[src/sv/pfa_pkg.sv]
// ----------------------------------------------------------------------------
// pfa_pkg
// Shared types, constants and microprogram for the prime field ALU.
// ----------------------------------------------------------------------------
package pfa_pkg;

    localparam int unsigned FIELD_W = 30;
    localparam logic [FIELD_W-1:0] FIELD_PRIME = 30'd998244353;
    localparam logic [FIELD_W-1:0] EXP_INV     = FIELD_PRIME - 30'd2;
    localparam logic [31:0]        PRIME_X2    = {1'b0, FIELD_PRIME, 1'b0};

    // Barrett constant for 60-bit products: floor(2^60 / P), 31 bits wide
    localparam logic [63:0] BARRETT_MU_64 = (64'd1 << 60) / 64'(FIELD_PRIME);
    localparam logic [30:0] BARRETT_MU    = BARRETT_MU_64[30:0];

    localparam int unsigned EXP_BITS = FIELD_W;
    localparam int unsigned BIT_W    = $clog2(EXP_BITS);

    typedef enum logic [1:0] {
        OP_ADD = 2'd0,
        OP_SUB = 2'd1,
        OP_MUL = 2'd2,
        OP_DIV = 2'd3
    } t_opcode;

    typedef struct packed {
        t_opcode            opcode;
        logic [FIELD_W-1:0] operand_a;
        logic [FIELD_W-1:0] operand_b;
    } t_in_word;

    typedef struct packed {
        logic [FIELD_W-1:0] result;
    } t_out_word;

    // Microprogram step addresses
    typedef logic [3:0] t_step;

    localparam t_step ST_IDLE      = 4'd0;
    localparam t_step ST_DISPATCH  = 4'd1;
    localparam t_step ST_ADD       = 4'd2;
    localparam t_step ST_SUB       = 4'd3;
    localparam t_step ST_MUL_GO    = 4'd4;
    localparam t_step ST_MUL_WAIT  = 4'd5;
    localparam t_step ST_DIV_INIT  = 4'd6;
    localparam t_step ST_BIT_TEST  = 4'd7;
    localparam t_step ST_ACC_GO    = 4'd8;
    localparam t_step ST_ACC_WAIT  = 4'd9;
    localparam t_step ST_LAST_TEST = 4'd10;
    localparam t_step ST_SQ_GO     = 4'd11;
    localparam t_step ST_SQ_WAIT   = 4'd12;
    localparam t_step ST_FIN_GO    = 4'd13;
    localparam t_step ST_FIN_WAIT  = 4'd14;
    localparam t_step ST_OUT       = 4'd15;

    typedef enum logic [2:0] {
        BR_NEXT     = 3'd0,
        BR_GOTO     = 3'd1,
        BR_WAIT_IN  = 3'd2,
        BR_DISPATCH = 3'd3,
        BR_WAIT_MUL = 3'd4,
        BR_BIT_CLR  = 3'd5,
        BR_LAST_BIT = 3'd6,
        BR_WAIT_OUT = 3'd7
    } t_branch;

    typedef enum logic [1:0] {
        XS_A   = 2'd0,
        XS_ACC = 2'd1,
        XS_SQ  = 2'd2
    } t_xsel;

    typedef enum logic [1:0] {
        YS_B   = 2'd0,
        YS_SQ  = 2'd1,
        YS_ACC = 2'd2
    } t_ysel;

    typedef enum logic [1:0] {
        DS_NONE = 2'd0,
        DS_ACC  = 2'd1,
        DS_SQ   = 2'd2,
        DS_RES  = 2'd3
    } t_dest;

    typedef struct packed {
        t_branch br;
        t_step   target;
        logic    mul_go;
        t_xsel   xsel;
        t_ysel   ysel;
        t_dest   mul_dest;
        logic    init_exp;
        logic    bit_inc;
        logic    wr_add;
        logic    wr_sub;
    } t_ucw;

    typedef struct packed {
        t_opcode opcode;
        logic    in_fire;
        logic    mul_done;
        logic    bit_clr;
        logic    last_bit;
        logic    out_free;
    } t_dp_status;

    function automatic t_ucw ucode(input t_step step);
        t_ucw w;
        w = '0;
        case (step)
            ST_IDLE:      w.br = BR_WAIT_IN;
            ST_DISPATCH:  w.br = BR_DISPATCH;
            ST_ADD: begin
                w.wr_add = 1'b1;
                w.br     = BR_GOTO;
                w.target = ST_OUT;
            end
            ST_SUB: begin
                w.wr_sub = 1'b1;
                w.br     = BR_GOTO;
                w.target = ST_OUT;
            end
            ST_MUL_GO: begin
                w.mul_go = 1'b1;
                w.xsel   = XS_A;
                w.ysel   = YS_B;
            end
            ST_MUL_WAIT: begin
                w.br       = BR_WAIT_MUL;
                w.mul_dest = DS_RES;
                w.target   = ST_OUT;
            end
            ST_DIV_INIT:  w.init_exp = 1'b1;
            ST_BIT_TEST: begin
                w.br     = BR_BIT_CLR;
                w.target = ST_LAST_TEST;
            end
            ST_ACC_GO: begin
                w.mul_go = 1'b1;
                w.xsel   = XS_ACC;
                w.ysel   = YS_SQ;
            end
            ST_ACC_WAIT: begin
                w.br       = BR_WAIT_MUL;
                w.mul_dest = DS_ACC;
                w.target   = ST_LAST_TEST;
            end
            ST_LAST_TEST: begin
                w.br     = BR_LAST_BIT;
                w.target = ST_FIN_GO;
            end
            ST_SQ_GO: begin
                w.mul_go  = 1'b1;
                w.xsel    = XS_SQ;
                w.ysel    = YS_SQ;
                w.bit_inc = 1'b1;
            end
            ST_SQ_WAIT: begin
                w.br       = BR_WAIT_MUL;
                w.mul_dest = DS_SQ;
                w.target   = ST_BIT_TEST;
            end
            ST_FIN_GO: begin
                w.mul_go = 1'b1;
                w.xsel   = XS_A;
                w.ysel   = YS_ACC;
            end
            ST_FIN_WAIT: begin
                w.br       = BR_WAIT_MUL;
                w.mul_dest = DS_RES;
                w.target   = ST_OUT;
            end
            ST_OUT: begin
                w.br     = BR_WAIT_OUT;
                w.target = ST_IDLE;
            end
            default: begin
                w.br     = BR_GOTO;
                w.target = ST_IDLE;
            end
        endcase
        return w;
    endfunction

    function automatic t_step dispatch_target(input t_opcode op);
        t_step s;
        case (op)
            OP_ADD:  s = ST_ADD;
            OP_SUB:  s = ST_SUB;
            OP_MUL:  s = ST_MUL_GO;
            OP_DIV:  s = ST_DIV_INIT;
            default: s = ST_IDLE;
        endcase
        return s;
    endfunction

endpackage

[src/sv/pfa_in_if.sv]
// ----------------------------------------------------------------------------
// pfa_in_if
// Input channel: valid/ready handshake carrying one operation word.
// ----------------------------------------------------------------------------
interface pfa_in_if;
    import pfa_pkg::*;

    logic     valid;
    logic     ready;
    t_in_word data;

    modport source (output valid, output data, input ready);
    modport sink   (input valid, input data, output ready);
endinterface

[src/sv/pfa_out_if.sv]
// ----------------------------------------------------------------------------
// pfa_out_if
// Output channel: valid/ready handshake carrying one result word.
// ----------------------------------------------------------------------------
interface pfa_out_if;
    import pfa_pkg::*;

    logic      valid;
    logic      ready;
    t_out_word data;

    modport source (output valid, output data, input ready);
    modport sink   (input valid, input data, output ready);
endinterface

[src/sv/prime_field_alu.sv]
// ----------------------------------------------------------------------------
// prime_field_alu
// Add, subtract, multiply and divide over the field modulo 998244353.
//
// One word in on i_in (opcode, operand_a, operand_b), one word out on o_out
// (result), both valid/ready; a word moves when valid and ready are high.
// Operands are reduced modulo the prime on entry; results lie in 0 .. P-1.
// Division by zero yields zero.
// A microcoded sequencer steps a small datapath around one shared modular
// multiplier with four pipeline stages. One word is worked on at a time.
// Add and subtract do not use the multiplier; multiply uses it once;
// divide uses it for 57 dependent multiplies (the Fermat inverse by
// square-and-multiply) plus one final multiply.
// The result is shown in the cycle after the last step. i_in.ready is high
// only while the sequencer sits at its idle step.
// Reset returns the sequencer to idle and empties the output register.
// A stalled receiver holds the result in the output register; the next word
// is still taken and computed, and waits at its last step until the slot
// is free.
// ----------------------------------------------------------------------------
module prime_field_alu (
    input  logic      i_clk,
    input  logic      i_rst_n,
    pfa_in_if.sink    i_in,
    pfa_out_if.source o_out
);
    import pfa_pkg::*;

    t_ucw       w_ucw;
    t_dp_status w_status;

    pfa_useq u_useq (
        .i_clk    (i_clk),
        .i_rst_n  (i_rst_n),
        .i_status (w_status),
        .o_ucw    (w_ucw)
    );

    pfa_dpath u_dpath (
        .i_clk    (i_clk),
        .i_rst_n  (i_rst_n),
        .i_ucw    (w_ucw),
        .o_status (w_status),
        .i_in     (i_in),
        .o_out    (o_out)
    );

endmodule

[src/sv/pfa_mulmod.sv]
// ----------------------------------------------------------------------------
// pfa_mulmod
// Four-stage modular multiplier: 30x30 product, Barrett quotient estimate,
// quotient times prime, then final correction into 0 .. P-1.
// ----------------------------------------------------------------------------
module pfa_mulmod (
    input  logic                        i_clk,
    input  logic                        i_rst_n,
    input  logic                        i_go,
    input  logic [pfa_pkg::FIELD_W-1:0] i_x,
    input  logic [pfa_pkg::FIELD_W-1:0] i_y,
    output logic                        o_valid,
    output logic [pfa_pkg::FIELD_W-1:0] o_result
);
    import pfa_pkg::*;

    logic [3:0]         r_v;
    logic [59:0]        r_prod;
    logic [30:0]        r_q;
    logic [31:0]        r_xlo1;
    logic [31:0]        r_qp;
    logic [31:0]        r_xlo2;
    logic [FIELD_W-1:0] r_res;

    logic [61:0]        w_q2;
    logic [31:0]        w_qp;
    logic [31:0]        w_rem;
    logic [31:0]        w_fix;

    assign w_q2  = 62'(r_prod[59:29]) * 62'(BARRETT_MU);
    assign w_qp  = 32'(r_q) * 32'(FIELD_PRIME);
    assign w_rem = r_xlo2 - r_qp;

    always_comb begin
        if (w_rem >= PRIME_X2) begin
            w_fix = w_rem - PRIME_X2;
        end else if (w_rem >= 32'(FIELD_PRIME)) begin
            w_fix = w_rem - 32'(FIELD_PRIME);
        end else begin
            w_fix = w_rem;
        end
    end

    always_ff @(posedge i_clk) begin
        if (!i_rst_n) begin
            r_v <= '0;
        end else begin
            r_v <= {r_v[2:0], i_go};
        end
    end

    always_ff @(posedge i_clk) begin
        r_prod <= 60'(i_x) * 60'(i_y);
        r_q    <= w_q2[61:31];
        r_xlo1 <= r_prod[31:0];
        r_qp   <= w_qp;
        r_xlo2 <= r_xlo1;
        r_res  <= w_fix[FIELD_W-1:0];
    end

    assign o_valid  = r_v[3];
    assign o_result = r_res;

endmodule

[src/sv/pfa_useq.sv]
// ----------------------------------------------------------------------------
// pfa_useq
// Microcode sequencer: step counter, control store and branch unit.
// ----------------------------------------------------------------------------
module pfa_useq (
    input  logic                i_clk,
    input  logic                i_rst_n,
    input  pfa_pkg::t_dp_status i_status,
    output pfa_pkg::t_ucw       o_ucw
);
    import pfa_pkg::*;

    t_step r_step;
    t_step n_step;
    t_ucw  w_ucw;
    t_step w_inc;

    assign w_ucw = ucode(r_step);
    assign w_inc = r_step + 4'd1;

    always_comb begin
        case (w_ucw.br)
            BR_NEXT:     n_step = w_inc;
            BR_GOTO:     n_step = w_ucw.target;
            BR_WAIT_IN:  n_step = i_status.in_fire ? w_inc : r_step;
            BR_DISPATCH: n_step = dispatch_target(i_status.opcode);
            BR_WAIT_MUL: n_step = i_status.mul_done ? w_ucw.target : r_step;
            BR_BIT_CLR:  n_step = i_status.bit_clr ? w_ucw.target : w_inc;
            BR_LAST_BIT: n_step = i_status.last_bit ? w_ucw.target : w_inc;
            BR_WAIT_OUT: n_step = i_status.out_free ? w_ucw.target : r_step;
            default:     n_step = ST_IDLE;
        endcase
    end

    always_ff @(posedge i_clk) begin
        if (!i_rst_n) begin
            r_step <= ST_IDLE;
        end else begin
            r_step <= n_step;
        end
    end

    assign o_ucw = w_ucw;

endmodule

[src/sv/pfa_dpath.sv]
// ----------------------------------------------------------------------------
// pfa_dpath
// Datapath: operand reduction, add/subtract, exponent registers, shared
// modular multiplier and the output register.
// ----------------------------------------------------------------------------
module pfa_dpath (
    input  logic                i_clk,
    input  logic                i_rst_n,
    input  pfa_pkg::t_ucw       i_ucw,
    output pfa_pkg::t_dp_status o_status,
    pfa_in_if.sink              i_in,
    pfa_out_if.source           o_out
);
    import pfa_pkg::*;

    t_opcode            r_op;
    logic [FIELD_W-1:0] r_a;
    logic [FIELD_W-1:0] r_b;
    logic [FIELD_W-1:0] r_acc;
    logic [FIELD_W-1:0] r_sq;
    logic [FIELD_W-1:0] r_res;
    logic [BIT_W-1:0]   r_bit;
    logic               r_out_valid;
    t_out_word          r_out_data;

    logic               w_in_ready;
    logic               w_in_fire;
    logic               w_out_free;
    logic               w_out_load;
    logic [FIELD_W:0]   w_sum;
    logic [FIELD_W-1:0] w_add;
    logic [FIELD_W-1:0] w_sub;
    logic [FIELD_W-1:0] w_mx;
    logic [FIELD_W-1:0] w_my;
    logic               w_mul_valid;
    logic [FIELD_W-1:0] w_mul_res;
    logic               w_mul_wr;

    function automatic logic [FIELD_W-1:0] reduce(input logic [FIELD_W-1:0] v);
        return (v >= FIELD_PRIME) ? v - FIELD_PRIME : v;
    endfunction

    assign w_in_ready = (i_ucw.br == BR_WAIT_IN);
    assign w_in_fire  = i_in.valid && w_in_ready;
    assign w_out_free = !r_out_valid || o_out.ready;
    assign w_out_load = (i_ucw.br == BR_WAIT_OUT) && w_out_free;

    assign w_sum = {1'b0, r_a} + {1'b0, r_b};
    assign w_add = (w_sum >= {1'b0, FIELD_PRIME}) ?
                   FIELD_W'(w_sum - {1'b0, FIELD_PRIME}) : w_sum[FIELD_W-1:0];
    assign w_sub = (r_a >= r_b) ? r_a - r_b :
                   FIELD_W'({1'b0, r_a} + {1'b0, FIELD_PRIME} - {1'b0, r_b});

    always_comb begin
        case (i_ucw.xsel)
            XS_A:    w_mx = r_a;
            XS_ACC:  w_mx = r_acc;
            XS_SQ:   w_mx = r_sq;
            default: w_mx = r_a;
        endcase
        case (i_ucw.ysel)
            YS_B:    w_my = r_b;
            YS_SQ:   w_my = r_sq;
            YS_ACC:  w_my = r_acc;
            default: w_my = r_b;
        endcase
    end

    pfa_mulmod u_mulmod (
        .i_clk    (i_clk),
        .i_rst_n  (i_rst_n),
        .i_go     (i_ucw.mul_go),
        .i_x      (w_mx),
        .i_y      (w_my),
        .o_valid  (w_mul_valid),
        .o_result (w_mul_res)
    );

    assign w_mul_wr = (i_ucw.br == BR_WAIT_MUL) && w_mul_valid;

    always_ff @(posedge i_clk) begin
        if (w_in_fire) begin
            r_op <= i_in.data.opcode;
            r_a  <= reduce(i_in.data.operand_a);
            r_b  <= reduce(i_in.data.operand_b);
        end
        if (i_ucw.init_exp) begin
            r_acc <= FIELD_W'(1);
            r_sq  <= r_b;
            r_bit <= '0;
        end else if (i_ucw.bit_inc) begin
            r_bit <= r_bit + BIT_W'(1);
        end
        if (i_ucw.wr_add) begin
            r_res <= w_add;
        end else if (i_ucw.wr_sub) begin
            r_res <= w_sub;
        end
        if (w_mul_wr) begin
            case (i_ucw.mul_dest)
                DS_ACC:  r_acc <= w_mul_res;
                DS_SQ:   r_sq  <= w_mul_res;
                DS_RES:  r_res <= w_mul_res;
                default: ;
            endcase
        end
        if (w_out_load) begin
            r_out_data.result <= r_res;
        end
    end

    always_ff @(posedge i_clk) begin
        if (!i_rst_n) begin
            r_out_valid <= 1'b0;
        end else if (w_out_load) begin
            r_out_valid <= 1'b1;
        end else if (o_out.ready) begin
            r_out_valid <= 1'b0;
        end
    end

    assign i_in.ready  = w_in_ready;
    assign o_out.valid = r_out_valid;
    assign o_out.data  = r_out_data;

    assign o_status.opcode   = r_op;
    assign o_status.in_fire  = w_in_fire;
    assign o_status.mul_done = w_mul_valid;
    assign o_status.bit_clr  = !EXP_INV[r_bit];
    assign o_status.last_bit = (r_bit == BIT_W'(EXP_BITS - 1));
    assign o_status.out_free = w_out_free;

endmodule

[src/flat_wrapper.sv]
// flat-port wrapper written by rule: the top's interface ports become plain ports
module prime_field_alu_flat import pfa_pkg::*;
  (i_clk, i_rst_n, i_in_valid, i_in_data, i_in_ready, o_out_valid, o_out_data, o_out_ready);
  pfa_in_if i_in_i ();
  pfa_out_if o_out_i ();
  input  logic i_clk;
  input  logic i_rst_n;
  input wire logic [$bits(i_in_i.valid)-1:0] i_in_valid;
  input wire logic [$bits(i_in_i.data)-1:0] i_in_data;
  output wire logic [$bits(i_in_i.ready)-1:0] i_in_ready;
  output wire logic [$bits(o_out_i.valid)-1:0] o_out_valid;
  output wire logic [$bits(o_out_i.data)-1:0] o_out_data;
  input wire logic [$bits(o_out_i.ready)-1:0] o_out_ready;
  assign i_in_i.valid = i_in_valid;
  assign i_in_i.data = i_in_data;
  assign i_in_ready = i_in_i.ready;
  assign o_out_valid = o_out_i.valid;
  assign o_out_data = o_out_i.data;
  assign o_out_i.ready = o_out_ready;
  prime_field_alu u_core (.i_clk(i_clk), .i_rst_n(i_rst_n), .i_in(i_in_i), .o_out(o_out_i));
endmodule
[config.mk]
export PLATFORM = sky130hd
export DESIGN_NAME = prime_field_alu_flat
export DESIGN_NICKNAME = d
export VERILOG_FILES = /design/src/sv/pfa_pkg.sv /design/src/sv/pfa_in_if.sv /design/src/sv/pfa_out_if.sv /design/src/sv/prime_field_alu.sv /design/src/sv/pfa_mulmod.sv /design/src/sv/pfa_useq.sv /design/src/sv/pfa_dpath.sv /design/src/flat_wrapper.sv
export SDC_FILE = /design/constraint.sdc
export NUM_CORES = 2
export LEC_CHECK = 0
export ABC_AREA = 1
export BUFFER_PORTS_ARGS = -buffer_cell sky130_fd_sc_hd__buf_2
export CELL_PAD_IN_SITES_DETAIL_PLACEMENT = 1
export CELL_PAD_IN_SITES_GLOBAL_PLACEMENT = 2
export CORE_UTILIZATION = 44
export CTS_BUF_LIST = sky130_fd_sc_hd__clkbuf_2 sky130_fd_sc_hd__clkbuf_4 sky130_fd_sc_hd__clkbuf_8
export DETAILED_ROUTE_END_ITERATION = 10
export PLACE_DENSITY = 0.95
export SYNTH_ARGS = -nofsm -noshare
export SYNTH_HDL_FRONTEND = slang
export SYNTH_SLANG_ARGS = --single-unit
[constraint.sdc]
create_clock -name i_clk -period 13.25 [get_ports i_clk]
set_clock_uncertainty 0.05 [all_clocks]
set_input_delay 1.9875 -clock i_clk [delete_from_list [all_inputs] [get_ports i_clk]]
set_output_delay 1.9875 -clock i_clk [all_outputs]
set_load 0.05 [all_outputs]
# [Word-level counts from Yosys, hierarchy flattened]
# Memory sizes are Yosys's and may differ from the RTL's. A register that Yosys moved wholly into a read port is not among the register bits.
# Index checks and enable logic that the tools add are counted.
[word_totals] reg_bits=413 mem_bits_ro=32 input_bits=66 out_inout_bits=32 wordCells=129 mem_count=1
[op_classes] n_addsub=12 mul=3 magnitude_cmp=7 n_eq_ne=36 n_mux=38 n_reduce_logical=15
[memory_table] memory="(no name shown)" depth=32 width=1 read_ports=1 rd_ports_with_merged_regs=1 write_ports=0 line="pfa_dpath.sv:129" text="assign o_status.bit_clr = !EXP_INV[r_bit];"
[op_table] op="2-to-1 mux 30 bit" n=16
[op_table] op="subtractor 30 bit (second input constant)" n=5
[op_table] op="one-hot mux 30 bit (2 select lines)" n=2
[op_table] op="multiplier 31 x 31 -> 62 bit (second input constant)" n=1
[op_table] op="greater-or-equal comparator 30 bit (second input constant)" n=2
[op_table] op="multiplier 30 x 30 -> 60 bit" n=1
[op_table] op="subtractor 30 bit" n=2
[op_table] op="== test 4 bit (second input constant)" n=8
[op_table] op="greater-or-equal comparator 32 x 30 -> 1 bit (second input constant)" n=1
[op_table] op="greater-or-equal comparator 32 x 31 -> 1 bit (second input constant)" n=1
[op_table] op="multiplier 31 x 30 -> 32 bit (second input constant)" n=1
[op_table] op="one-hot mux 4 bit (4 select lines)" n=2
[op_table] op="one-hot mux 4 bit (8 select lines)" n=1
[op_table] op="subtractor 32 bit" n=1
[op_table] op="adder 30 x 30 -> 31 bit" n=1
[op_table] op="greater-or-equal comparator 31 x 30 -> 1 bit (second input constant)" n=1
[op_table] op="adder 30 bit (second input constant)" n=1
[op_table] op="greater-or-equal comparator 30 bit" n=1
[op_table] op="one-hot mux 3 bit (7 select lines)" n=1
[op_table] op="2-to-1 mux 4 bit" n=5
[op_table] op="one-hot mux 5 bit (4 select lines)" n=1
[op_table] op="== test 4 x 3 -> 1 bit (second input constant)" n=4
[op_table] op="== test 2 bit (second input constant)" n=6
[op_table] op="== test 3 bit (second input constant)" n=4
[op_table] op="24 further kinds" n=42

# [Depth between registers and ports, before layout]
[depth] word_depth=7 ltp_mapped=43 mapped_depth_nobuf=42

# [By module]
# From an unflattened synthesis, not the netlist that was laid out.
[unflattened] hier_cells=9871 hier_area_um2=73965.9
[by_module_without_submodules] mod="pfa_mulmod" instances=1 cells_each=6853 area_per_inst_um2=54795.1 seq_area_each_um2=4424.2
[by_module_without_submodules] mod="pfa_dpath" instances=1 cells_each=2872 area_per_inst_um2=18252.5 seq_area_each_um2=4704.5
[by_module_without_submodules] mod="pfa_useq" instances=1 cells_each=146 area_per_inst_um2=918.4 seq_area_each_um2=80.1

# [Worst setup path after synthesis]
# Ideal clock, no wire load.
[synth_path] kind="register to register" start="reg u_core.u_useq.r_step[0]" end="reg u_core.u_dpath.u_mulmod.r_prod[55]" setup_ns=0.119 t_arrival_ns=8.499 required_ns=13.081 path_slack_ns=4.582 path_stages_with_launch=41 n_path_buf=3 synth_period_minus_slack_ns=8.668 path_cell_list="dfxtp_1 -> inv_1 -> ha_1 -> inv_1 -> nor2_1 -> nor2_1 -> inv_1 -> ha_1 -> inv_1 -> clkbuf_1 -> clkbuf_1 -> o21ai_0 -> clkbuf_1 -> nor2_1 -> fa_1 -> fa_1 -> fa_1 -> inv_1 -> [5 not listed] -> inv_1 -> fa_1 -> inv_1 -> fa_1 -> inv_1 -> ha_1 -> nand2_1 -> nor2_1 -> inv_1 -> o21a_1 -> o21ai_0 -> nand2_1 -> nand3_1 -> nand2_1 -> o211ai_1 -> a21o_1 -> a21oi_1 -> xnor2_1"
[synth_between] elab_chain_cells=5 elab_cells_between_ends=12 classes_between="mul: 1; eq/ne: 8; mux: 3"
[synth_rtl] item="start: declaration" line="pfa_useq.sv:13" text="t_step r_step;"
[synth_rtl] item="start signal: assignment" line="pfa_useq.sv:39" text="r_step <= n_step;"
[synth_rtl] item="== test 4 bit / == test 4 x 3 -> 1 bit (equally long branches)" line="pfa_pkg.sv:111" text="case (step)"
[synth_rtl] item="one-hot mux 5 bit (4 select lines) (*)" line="pfa_pkg.sv:111"
[synth_rtl] item="== test 2 bit (tied with other cells)" line="pfa_dpath.sv:55" text="case (i_ucw.xsel)"
[synth_rtl] item="one-hot mux 30 bit (2 select lines) (on tied branches)" line="pfa_dpath.sv:55, pfa_dpath.sv:61"
[synth_rtl] item="multiplier 30 x 30 -> 60 bit (*)" line="pfa_mulmod.sv:53" text="r_prod <= 60'(i_x) * 60'(i_y);"
[synth_rtl] item="end signal: assignment" line="pfa_mulmod.sv:53"
[synth_rtl] item="end: declaration" line="pfa_mulmod.sv:18" text="logic [59:0] r_prod;"
# Mark *: on every way between the ends. The rest lies on a longest branch, timed or not.
# A chain may end at the register's enable or synchronous reset.

# [Worst setup path in the final report]
[layout_path] start="reg u_core.u_useq.r_step[0]" end="reg u_core.u_dpath.u_mulmod.r_prod[56]"
# Same word-level chain as after synthesis.

==> results.md <==
Status:
- The flow ran to the end, and the final reports show no timing, DRC or antenna violations.

GRT:
- The number of antenna violations at the first check in global routing is 23.
- Entering global routing, the biggest net connects 89 pins.
- The via count of the first global-routing pass was 67.5k.
- The global-route congestion overflow total is 0.
- The first-pass GRT wire length is 425000 um.
- The overall track demand over capacity in global routing is 36.1%.

CTS:
- The clock reaches the later pin of the worst-skew pair after 0.69 ns.
- Counting the buffers created by CTS gives 72.
- The number of gates resized after cts is 0.
- The TritonCTS clock tree is built.
- CTS built an H-tree with a depth of 3.
- The maximum clock path buffer count is 3.
- The clock edge transition at the registers on the reported setup and hold paths is 0.07 ns.
- Hold repair after CTS inserted 0 buffers.
- The tree built by TritonCTS fans out to 414 sinks.
- Once the clock tree was built, the setup fixing pass inserted 0 buffers.
- The root buffer cell chosen for the clock tree is sky130_fd_sc_hd__clkbuf_8.

Yosys:
- The number of distinct library cell variants in the gate-level netlist after synthesis is 67.
- The synthesized design contains 414 register bits.
- In the synthesized netlist, the number of instances is 8782.
- After synthesis, the cell types taking the most area are sky130_fd_sc_hd__fa_1 (31%), sky130_fd_sc_hd__ha_1 (15%), sky130_fd_sc_hd__inv_1 (11%), sky130_fd_sc_hd__dfxtp_1 (9.3%), sky130_fd_sc_hd__nand2_1 (8.0%).
- In this run the biggest area consumer among cell types represents 30.8% of the synthesized area.
- The net count of the mapped netlist is 10.7k.
- The synthesized design spends more area on one cell type than any other, namely sky130_fd_sc_hd__fa_1.
- The share of the Yosys chip area taken by registers is 13.2%.
- The async set-reset flop share out of synthesis is 0%.
- The cell area that synthesis handed to floorplanning was 69600 um^2.
- The synthesized area per cell is 7.93 um^2.
- During synthesis, Yosys emitted a total of 0 warnings.
- The synthesized design contains 92 enable-type register cells.
- The most common flop cell mapped by yosys is sky130_fd_sc_hd__dfxtp_1.

Floorplan:
- 98 I/O pins were placed.
- The number of placement rows is 145.
- The effective utilization at floorplan is 44.5%.
- In this run the horizontal extent of the chip is 400 um.
- The y dimension of the die is 400 um.
- The floorplan step defined a die boundary enclosing 160000 um^2.
- The standard cell core area is 157000 um^2.

Route:
- After detailed routing, the number of vias per cell comes to 5.61.
- The detailed router finished its first iteration with 4234 violations.
- The post-detailed-route wirelength per cell is 26.1 um.
- Wires add up to 286000 um.
- For this run, the detailed router's first-pass iteration total came to 6.
- In the routed design, unresolved DRC markers number 0.
- The routed via count is 61.5k.
- The final antenna-violating net count is 0.

Timing:
- Setup repair after global routing left no endpoint under its margin.
- The highest clock frequency the design can meet is 0.0906 GHz.
- The total of endpoints with negative setup slack in the final report is 0.
- Dividing the final minimum period by the clock period gives 83.3%.
- Headroom to the max-slew limit came out at 19.0%.
- The final-report hold violation count is 0.
- Once routing completed, OpenROAD measured the worst setup slack at 2.21 ns.
- The final critical path time including I/O delays and setup is 11.04 ns.
- The final-report max-slew violation count is 0.
- Summed over all failing endpoints, the final setup total negative slack is 0 ns.
- For the pin with the worst max-slew slack, the measured transition is 1.21 ns.

Placed design:
- OpenSTA, run right after detailed placement, puts the worst setup slack at 2.48 ns.
- The final weighted congestion in routability-driven placement is 0.995.
- Including well taps, the total number of placed cells is 10.8k.
- In this run the tool buffered the top-level ports with 97 buffer cells.
- The sum of net half-perimeters after detailed placement is 235000 um.

Critical path:
- Data on the critical path is required at its endpoint by 13.75 ns.
- The critical path capture point type is a register.
- The family of cells with the greatest summed delay on the critical path is adder cells.
- Along the worst path, the maximum fanout reaches 23.
- The cell type with the highest occurrence count on the critical path is sky130_fd_sc_hd__inv_1.
- The arrival time at the worst endpoint is 11.54 ns.
- The critical path contains buffers and inverters numbering 13 combined.
- The worst setup path is of the reg2reg kind.
- On the critical path, the stage with the largest delay is an instance of sky130_fd_sc_hd__clkinv_1.
- The worst setup path is launched from a register.
- The delay of the slowest cell on the worst path is 0.87 ns.

Hold path:
- The path class of the lowest-slack min-delay path is reg2reg.

Run:
- Max-cap violations in this run came to 0.

Final layout:
- The post-synthesis to final-layout area growth is 6.65%.
- The proportion of layout cells with a drive suffix above 1 is 5.22%.
- After the flow finishes, the layout carries non-filler instances totaling 11.0k.
- At the end of the flow, the number of nets in the layout was 10.8k.
-- cell usage after synthesis (41+ instances only) --
master and instances:
sky130_fd_sc_hd__a21oi_1 360, sky130_fd_sc_hd__a31oi_1 48, sky130_fd_sc_hd__clkbuf_1 168, sky130_fd_sc_hd__dfxtp_1 322
sky130_fd_sc_hd__edfxtp_1 92, sky130_fd_sc_hd__fa_1 1073, sky130_fd_sc_hd__ha_1 824, sky130_fd_sc_hd__inv_1 1960
sky130_fd_sc_hd__nand2_1 1479, sky130_fd_sc_hd__nand3_1 295, sky130_fd_sc_hd__nand4_1 50, sky130_fd_sc_hd__nor2_1 1068
sky130_fd_sc_hd__nor3_1 55, sky130_fd_sc_hd__o21ai_0 282, sky130_fd_sc_hd__o21ai_1 41, sky130_fd_sc_hd__xnor2_1 66
sky130_fd_sc_hd__xor2_1 180
-- metal layers --
metal  up-vias  global-route usage (%)  routed length, um
met4        10                    25.5              23900
met2      2479                    59.1             132000
met5         -                       0                 62
met3       928                    6.51              20600
met1     31082                    42.9             109000
li1      26963                       -                  -
-- layout make-up --
type	instances	area (um^2)
diodes	17	42.5
repair buffers	194	1210
well taps	2058	2570
flip-flops and latches	414	9210
multi-input cells	6147	52100
fillers	19339	82300
clock buffers	110	1410
inverters	1998	7500
clock inverters	22	219
-- cell usage in the layout, fill, tap and decap left out, drive strengths merged, types with 35 or more instances in the layout --
| master | netlist | final |
|---|---|---|
| nand2 | 1499 | 1499 |
| xnor2 | 70 | 70 |
| o21ai | 334 | 334 |
| nand3 | 304 | 304 |
| dfxtp | 322 | 322 |
| buf | 52 | 194 |
| fa | 1073 | 1073 |
| nor2 | 1085 | 1085 |
| a21oi | 366 | 366 |
| nand4 | 50 | 50 |
| clkinv | 26 | 35 |
| nor3 | 60 | 60 |
| xor2 | 183 | 183 |
| ha | 824 | 824 |
| a31oi | 49 | 49 |
| inv | 1972 | 1973 |
| clkbuf | 171 | 110 |
| edfxtp | 92 | 92 |
-- flip-flops by register name (all words and copies together) (netlist names), 30 cells and up, named ones only --
name and cells:
u_core.u_dpath.r_res 30, u_core.u_dpath.r_a 30, u_core.u_dpath.o_out.data 30, u_core.u_dpath.u_mulmod.r_prod 60, u_core.u_dpath.r_sq 30, u_core.u_dpath.u_mulmod.r_qp 32
u_core.u_dpath.u_mulmod.r_xlo2 32, u_core.u_dpath.u_mulmod.r_xlo1 32, u_core.u_dpath.r_b 30, u_core.u_dpath.r_acc 30, u_core.u_dpath.u_mulmod.o_result 30, u_core.u_dpath.u_mulmod.r_q 31
-- through the flow --
stage	util (%)	cell area, um^2	hold WS, ns
floorplan	-	69600	0.260
global placement	46.4	72600	0.262
detailed placement	46.4	72600	0.263
CTS	47.4	74200	0.267
global route	47.4	74200	0.269
finish	47.4	74300	0.260
-- kinds of logic after synthesis --
logic type,count (synthesis),synth area share (%)
AND/OR/NAND/NOR,3045,17.8
buffers and inverters,2221,12.2
adder cells (fa/ha/maj),1897,45.7
AO/OA/AOI/OAI,952,7.88
flip-flops,414,13.2
XOR/XNOR,253,3.29
-- path summary, 6_finish.rpt --
kind              cells past startpoint                               from                                  to  slack [ns]
hold / removal                        0  u_core.u_dpath.u_mulmod.r_xlo1[5]   u_core.u_dpath.u_mulmod.r_xlo2[5]        0.26
setup reg to reg                     37            u_core.u_useq.r_step[0]  u_core.u_dpath.u_mulmod.r_prod[56]        2.21
hold reg to reg                       0  u_core.u_dpath.u_mulmod.r_xlo1[5]   u_core.u_dpath.u_mulmod.r_xlo2[5]        0.26
setup / recovery                     37            u_core.u_useq.r_step[0]  u_core.u_dpath.u_mulmod.r_prod[56]        2.21
Power is left out: the tool's default activity adds up to more than one toggle a clock period on the data nets, which glitch-free logic cannot reach.
